**config.mk**
```make
export PLATFORM = sky130hd
export DESIGN_NAME = pe_term
export DESIGN_NICKNAME = d
export VERILOG_FILES = /design/src/hw/rtl/pe_pkg.sv /design/src/hw/rtl/pe_term.sv
export VERILOG_INCLUDE_DIRS = /design/src /design/src/hw/rtl
export SDC_FILE = /design/constraint.sdc
export NUM_CORES = 2
export LEC_CHECK = 0
export BUFFER_PORTS_ARGS = -buffer_cell sky130_fd_sc_hd__buf_2
export CELL_PAD_IN_SITES_DETAIL_PLACEMENT = 1
export CELL_PAD_IN_SITES_GLOBAL_PLACEMENT = 1
export CORE_MARGIN = 4
export CORE_UTILIZATION = 46
export DETAILED_ROUTE_END_ITERATION = 7
export PLACE_DENSITY = 0.79
export RECOVER_POWER = 25
export SLEW_MARGIN = 30
export SYNTH_ARGS = -nofsm -noshare
export SYNTH_HDL_FRONTEND = slang
export SYNTH_SLANG_ARGS = --single-unit
```
**constraint.sdc**
```tcl
create_clock -name clk -period 5 [get_ports clk]
set_input_delay 0.75 -clock clk [delete_from_list [all_inputs] [get_ports clk]]
set_output_delay 0.75 -clock clk [all_outputs]
set_load 0.05 [all_outputs]
```
**src/hw/rtl/polynomial_evaluator_assert.svh**
```systemverilog
// ----------------------------------------------------------------------------
// Polynomial evaluator assertion macros
// Shorthand for clocked checks; clk and rst_n must be in scope.
// ----------------------------------------------------------------------------
`ifndef POLYNOMIAL_EVALUATOR_ASSERT_SVH
`define POLYNOMIAL_EVALUATOR_ASSERT_SVH

// Consequent checked in the same cycle as the antecedent.
`define PE_ASSERT_NOW(lbl, ante, cons) \
    lbl: assert property (@(posedge clk) disable iff (!rst_n) (ante) |-> (cons)) \
        else $error("pipeline check failed");

// Consequent checked in the cycle after the antecedent.
`define PE_ASSERT_NEXT(lbl, ante, cons) \
    lbl: assert property (@(posedge clk) disable iff (!rst_n) (ante) |=> (cons)) \
        else $error("pipeline check failed");

`endif

```
**src/hw/rtl/pe_pkg.sv**
```systemverilog
// ----------------------------------------------------------------------------
// pe_pkg
// Widths, register indexes, pipeline types and saturation for the evaluator.
// ----------------------------------------------------------------------------
package pe_pkg;

    localparam int MAX_TERMS = 6;
    localparam int FRAC_BITS = 8;
    localparam int X_W       = 16;
    localparam int ACC_W     = 32;
    localparam int PROD_W    = X_W + ACC_W;
    localparam int WIDE_W    = PROD_W + 1;
    localparam int TC_W      = 3;
    localparam int CFG_IDX_W = 3;
    localparam int COEF_IDX_W = $clog2(MAX_TERMS);

    // Power starts at 1.0 in the wide format
    localparam logic signed [ACC_W-1:0] POWER_ONE = ACC_W'(1) <<< (2 * FRAC_BITS);

    // Configuration register indexes
    localparam logic [CFG_IDX_W-1:0] CFG_TERM_COUNT = 3'd0;
    localparam logic [CFG_IDX_W-1:0] CFG_COEF_FIRST = 3'd1;
    localparam logic [CFG_IDX_W-1:0] CFG_COEF_LAST  = CFG_IDX_W'(MAX_TERMS);

    typedef struct packed {
        logic signed [X_W-1:0]   x;
        logic signed [ACC_W-1:0] power;
        logic signed [ACC_W-1:0] sum;
        logic                    flag;
    } pe_data_t;

    typedef struct packed {
        logic term_on;   // coefficient of this stage is in use
        logic pow_on;    // a later term needs the next power
    } pe_term_ctl_t;

    typedef struct packed {
        logic                    ovf;
        logic signed [ACC_W-1:0] val;
    } pe_sat_t;

    function automatic pe_sat_t pe_sat(input logic signed [WIDE_W-1:0] v);
        pe_sat_t r;
        logic    hi_ones;
        logic    hi_zeros;
        hi_ones  = &v[WIDE_W-1:ACC_W-1];
        hi_zeros = ~|v[WIDE_W-1:ACC_W-1];
        r.ovf = !(hi_ones || hi_zeros);
        if (!r.ovf)
        begin
            r.val = v[ACC_W-1:0];
        end
        else if (v[WIDE_W-1])
        begin
            r.val = {1'b1, {(ACC_W-1){1'b0}}};
        end
        else
        begin
            r.val = {1'b0, {(ACC_W-1){1'b1}}};
        end
        return r;
    endfunction

endpackage

```
**src/hw/rtl/pe_term.sv**
```systemverilog
// ----------------------------------------------------------------------------
// pe_term
// One polynomial term: multiply stage, then accumulate/saturate stage.
// ----------------------------------------------------------------------------
`include "polynomial_evaluator_assert.svh"

module pe_term
    import pe_pkg::*;
(
    input  logic                  clk,
    input  logic                  rst_n,
    input  logic                  up_valid,
    output logic                  up_ready,
    input  pe_data_t              up_data,
    input  logic signed [X_W-1:0] coef,
    input  pe_term_ctl_t          ctl,
    output logic                  dn_valid,
    input  logic                  dn_ready,
    output pe_data_t              dn_data
);

    logic                     a_valid_reg;
    logic                     a_valid_next;
    pe_data_t                 a_data_reg;
    logic signed [PROD_W-1:0] prod_c_reg;
    logic signed [PROD_W-1:0] prod_p_reg;
    logic signed [PROD_W-1:0] prod_c_next;
    logic signed [PROD_W-1:0] prod_p_next;
    logic                     b_valid_reg;
    logic                     b_valid_next;
    pe_data_t                 b_data_reg;
    pe_data_t                 b_data_next;
    logic                     a_ready;
    logic                     b_ready;
    pe_sat_t                  sum_sat;
    pe_sat_t                  pow_sat;

    // Each stage takes new data when empty or when its content moves on
    assign b_ready  = !b_valid_reg || dn_ready;
    assign a_ready  = !a_valid_reg || b_ready;
    assign up_ready = a_ready;

    assign prod_c_next  = PROD_W'(coef) * PROD_W'(up_data.power);
    assign prod_p_next  = PROD_W'(up_data.power) * PROD_W'(up_data.x);
    assign a_valid_next = a_ready ? up_valid : a_valid_reg;
    assign b_valid_next = b_ready ? a_valid_reg : b_valid_reg;

    always_comb
    begin
        sum_sat = pe_sat(WIDE_W'(a_data_reg.sum) + WIDE_W'(prod_c_reg >>> FRAC_BITS));
        pow_sat = pe_sat(WIDE_W'(prod_p_reg >>> FRAC_BITS));
        b_data_next = a_data_reg;
        if (ctl.term_on)
        begin
            b_data_next.sum  = sum_sat.val;
            b_data_next.flag = b_data_next.flag | sum_sat.ovf;
        end
        if (ctl.pow_on)
        begin
            b_data_next.power = pow_sat.val;
            b_data_next.flag  = b_data_next.flag | pow_sat.ovf;
        end
    end

    always_ff @(posedge clk or negedge rst_n)
    begin
        if (!rst_n)
        begin
            a_valid_reg <= 1'b0;
            b_valid_reg <= 1'b0;
        end
        else
        begin
            a_valid_reg <= a_valid_next;
            b_valid_reg <= b_valid_next;
        end
    end

    always_ff @(posedge clk)
    begin
        if (a_ready && up_valid)
        begin
            a_data_reg <= up_data;
            prod_c_reg <= prod_c_next;
            prod_p_reg <= prod_p_next;
        end
        if (b_ready && a_valid_reg)
        begin
            b_data_reg <= b_data_next;
        end
    end

    assign dn_valid = b_valid_reg;
    assign dn_data  = b_data_reg;

    `PE_ASSERT_NEXT(a_holds, a_valid_reg && !b_ready, a_valid_reg && $stable(prod_c_reg))
    `PE_ASSERT_NEXT(b_holds, b_valid_reg && !dn_ready, b_valid_reg && $stable(b_data_reg))
    `PE_ASSERT_NOW(b_fills_from_a, $rose(b_valid_reg), $past(a_valid_reg))

endmodule

```
Word-level counts from Yosys, hierarchy flattened
Index checks and enable logic that the tools add are counted.
{ "word_totals": {"ram_bits": 0, "latch_bits": 0, "romBits": 0, "output_inout_bits": 83, "wordCells": 40, "input_bits": 103, "memories": 0, "ff_bits": 260} }
{ "classes": {"div_mod_pow": 0, "n_mux": 7, "n_shift": 0, "n_lt_le_gt_ge": 0, "reduce_logical": 16, "mul": 2, "n_eq_ne": 0, "bitwise_logic": 2, "addsub": 1} }
{ "ops": {"columns": ["operator", "count"], "rows": [
  ["2-to-1 mux 32 bit", 5],
  ["multiplier 16 x 32 -> 48 bit", 1],
  ["multiplier 32 x 16 -> 48 bit", 1],
  ["adder 32 x 40 -> 41 bit", 1],
  ["2-to-1 mux 33 bit", 1],
  ["AND reduction 18 bit", 1],
  ["OR reduction 18 bit", 1],
  ["AND reduction 9 bit", 1],
  ["OR reduction 9 bit", 1],
  ["logical NOT 1 bit", 6],
  ["logical OR 1 bit", 4],
  ["logical AND 1 bit", 2],
  ["bitwise OR 1 bit", 2],
  ["2-to-1 mux 1 bit", 1]
]} }

Logic depth before layout (Yosys ltp)
{ "depth": {"depth_word": 9, "mapped_depth": 26, "ltp_nobuf": 25} }

Least setup slack after synthesis
No wires, ideal clock.
{ "synth_path": {"path_type": "input to register", "from": "in up_data[66] in the netlist's numbering", "to": "reg prod_p_reg[46], data pin", "path_slack_ns": -2.065, "t_arrival_ns": 6.809, "cell_stages": 22, "required_time_ns": 4.744, "path_cell_list": "clkbuf_1 -> nand2_1 -> fa_1 -> fa_1 -> fa_1 -> inv_1 -> fa_1 -> fa_1 -> inv_1 -> fa_1 -> inv_1 -> ha_1 -> a21oi_1 -> o21ai_0 -> o311ai_0 -> nor2_1 -> o21a_1 -> or3_1 -> a21oi_1 -> o31ai_1 -> or4b_1 -> and4_1"} }
{ "synth_between": {"elab_chain_cells": 1} }
{ "synth_lines": {"columns": ["item", "line_no", "source"], "rows": [
  ["from (decl)", "pe_term.sv:14", "input pe_data_t up_data,"],
  ["multiplier 32 x 16 -> 48 bit", "pe_term.sv:44", "assign prod_p_next = PROD_W'(up_data.power) * PROD_W'(up_data.x);"],
  ["net prod_p_next[46]", "pe_term.sv:28", "logic signed [PROD_W-1:0] prod_p_next;"],
  ["to (signal assigned)", "pe_term.sv:85", "prod_p_reg <= prod_p_next;"],
  ["to (decl)", "pe_term.sv:26", "logic signed [PROD_W-1:0] prod_p_reg;"]
]} }
The timed path passes the listed nets, and every way through them passes these cells.
A chain may end at the register's enable or synchronous reset.

Worst setup path after layout
{ "layout_path": {"from": "in up_data[40] in the netlist's numbering", "to": "reg prod_p_reg[46], data pin"} }
The elaborated chain is that of the path after synthesis.

==> summary.md <==
| Metric | Value |
|---|---|
| Status | `complete, but fails checks` |
| Failing checks | `negative setup slack` |
| CP Data Required Time | `roughly 5.4 ns` |
| Final WL | `about 150000 um` |
| CTS tree | `yes` |
| Post-synthesis register bit count | `244` |
| CP arrival | `between 7 and 8 ns` |
| Met2 usage | `a little over half` |
| Predominant post-synthesis flop cell | `edfxtp_1` |
| Gpl congestion | `slightly below 0.9` |
| Port Buffers | `approximately 190` |
| Post-DP HPWL | `about 110000 um` |
| Die area | `about 100000 um2` |
| Net count reported at finish | `approximately 6700` |
| Via-to-Cell Ratio | `approximately 5.5` |
| Unrepaired setup endpoints after global routing | `yes` |
| Top Ports | `about 190` |
| Max-cap violations | `0` |
| Final WS setup | `-1.677 ns` |
| Antenna Nets Post-Route | `0` |
| Clock sink count | `244` |
| GRT Max-Usage Layer | `met2` |
| Clock Latency Late Sink | `about 0.64 ns` |
| Drt drc | `0` |
| Post-synthesis sequential area ratio | `16.16%` |
| Met1 usage | `approximately 33%` |
| Ranking of synthesized cells by area | `fa_1, edfxtp_1, inv_1` |
| Largest net degree at the start of global routing | `61` |
| Syn avg cell area | `roughly 9.6 um2` |
| Fin. Hold Viols | `0` |
| Warnings from Yosys | `0` |
| Number of synthesized flops with an enable pin | `~240` |
| CTS Buffer Depth | `3` |
| Synth Cell Area | `between 40000 and 50000 um2` |
| Async S/R FF share, synth | `0.8197%` |
| Commonest cells in the netlist | `inv_1, fa_1, nand2_1` |
| Worst hold path type | `in -> reg` |
| Setup-failing EPs final | `76` |
| Clk root buf | `clkbuf_16` |
| Worst Max-Slew Pin Slew | `approximately 0.88 ns` |
| Area added between synthesis and finish | `23.08%` |
| CP endpoint kind | `flop` |
| Critical Setup Path Class | `in -> reg` |
| Die Height | `approximately 320 um` |
| Max-slew headroom | `about two fifths` |
| Most common cell in the synthesized netlist | `inv_1` |
| Worst-path clk slew | `approximately 0.06 ns` |
| CP Launch Type | `primary input` |
| Post-synth top area cell | `fa_1` |
| Cells after Synth | `roughly 4700` |
| Setup_tns | `-91.74 ns` |
| Post-synth top area share | `a little over two fifths` |
| Vias | `between 30000 and 40000` |
| Worst Path Max Fanout | `4` |
| Global-route wire length before repair | `~240000 um` |
| TritonCTS Buffers | `31` |
| Final Critical Period | `around 6.7 ns` |
| GR Util All Layers | `between 20% and 30%` |
| Starting density of the core | `approximately 47%` |
| Synth unique cells | `70` |
| 1st-iter DRT viols | `2354` |
| Core area | `97140 um2` |
| Max Transition Viols Final | `0` |
| Final Skew | `approximately 0.055 ns` |
| Vias in the first global route | `approximately 43000` |
| Syn_nets | `between 6000 and 7000` |
| GR Util met3 | `under 10%` |
| DR pass1 iterations | `5` |
| Final worst-path cycle share | `133.5%` |
| Fmax | `roughly 0.15 GHz` |
| H-tree depth | `1` |
| Total gr overflow | `0` |
| Fill cell count | `around 11000` |
| Drt wl/cell | `roughly 23 um` |
| Die X | `321.7 um` |
| Share of cells above drive strength 1 | `21.48%` |
| Initial antenna violation count | `4` |
| Row count | `about 110` |
## stage by stage
step	area (um2)	hold slack [ns]	std cells	setup WS [ns]	utilization [%]
3_3_place_gp	52270	0.4018	6488	-2.200	53.81
3_5_place_dp	52270	0.4057	6488	-2.486	53.81
5_1_grt	55720	0.3084	6626	-1.773	57.37
6_report	55730	0.3169	6628	-1.677	57.37
4_1_cts	55120	0.2800	6605	-1.420	56.75
2_1_floorplan	46330	0.4003	4707	-1.552	-
## worst paths after layout
| check | from | end | slack, ns | depth (start not counted) |
|---|---|---|---|---|
| min | up_valid | a_valid_reg | 0.32 | 2 |
| max reg2reg | a_data_reg[5] | dn_data[4] | 0.20 | 12 |
| max in group asynchronous | rst_n | a_valid_reg | 4.45 | 2 |
| min reg2reg | a_data_reg[74] | dn_data[74] | 0.41 | 0 |
| max | up_data[40] | prod_p_reg[46] | -1.68 | 25 |
| min in group asynchronous | rst_n | dn_valid | 0.43 | 2 |
## layer usage
layer / vias to the layer above / share of wire (%)
met5: - / 0.015
met4: 4 / 5.9
met2: 1310 / 53
met1: 19030 / 36
li1: 15400 / -
met3: 551 / 5.6
## placed cells by master (no fill, tap or decap), drive strengths merged, types with 19 or more instances in the layout
cell type and count:
inv 1104, fa 971, buf 795, nand2 605, and2 415, ha 262
edfxtp 242, nor2 178, a21oi 153, o21ai 79, xnor2 77, clkbuf 47
a21o 41, xor2 35, o22ai 32, nor3 27, o21a 26, nand3 25
nand4 20, nand2b 20, a211oi 19
## timing repair
action	4_1_cts	5_1_grt
gates cloned	5	1
pin swaps	112	98
endpoints found under the hold margin	2	0
setup endpoints to repair	76	76
resized for setup	322	113
setup buffers	62	40
hold buffers	1	0
## kinds of logic (layout without fill, tap and decap cells)
family	after synthesis	in the layout	synth area share [%]
and+or+nand+nor	1349	1349	14.25
buffers and inverters	1325	1968	11.00
adders and majority gates	1233	1233	50.17
AOI/OAI and AO/OA	439	439	6.135
DFF	244	244	16.16
xor gates and xnor gates	112	112	2.167
muxes	5	5	0.1188
other	0	2	0
## worst max-delay path, stage by stage
cell and delay [ns]:
buf_12 0.10, buf_12 0.12, buf_12 0.11, buf_6 0.10, nand2_4 0.05, fa_1 0.56, inv_2 0.04, fa_1 0.51
fa_2 0.58, fa_1 0.46, fa_1 0.56, inv_2 0.06, fa_1 0.54, inv_2 0.05, ha_4 0.23, a21oi_4 0.16
o21ai_4 0.10, o311ai_4 0.32, nor2_2 0.06, o21a_1 0.14, or3_4 0.44, a21oi_4 0.23, o31ai_4 0.08, or4b_4 0.52
and4_1 0.17
## cell type report
type	count	area (um2)	share of cell area (%)
clock buffers	33	783.3	1.406
multi-input cells	3138	34650	62.17
diodes	2	5.005	0.008981
clock inverters	23	240.2	0.4311
flip-flops and latches	244	7317	13.13
inverters	1100	4134	7.418
repair buffers	812	7003	12.57
well taps	1276	1597	2.865
Power is left out: the tool's default activity adds up to more than one toggle a clock period on the data nets, which glitch-free logic cannot reach.
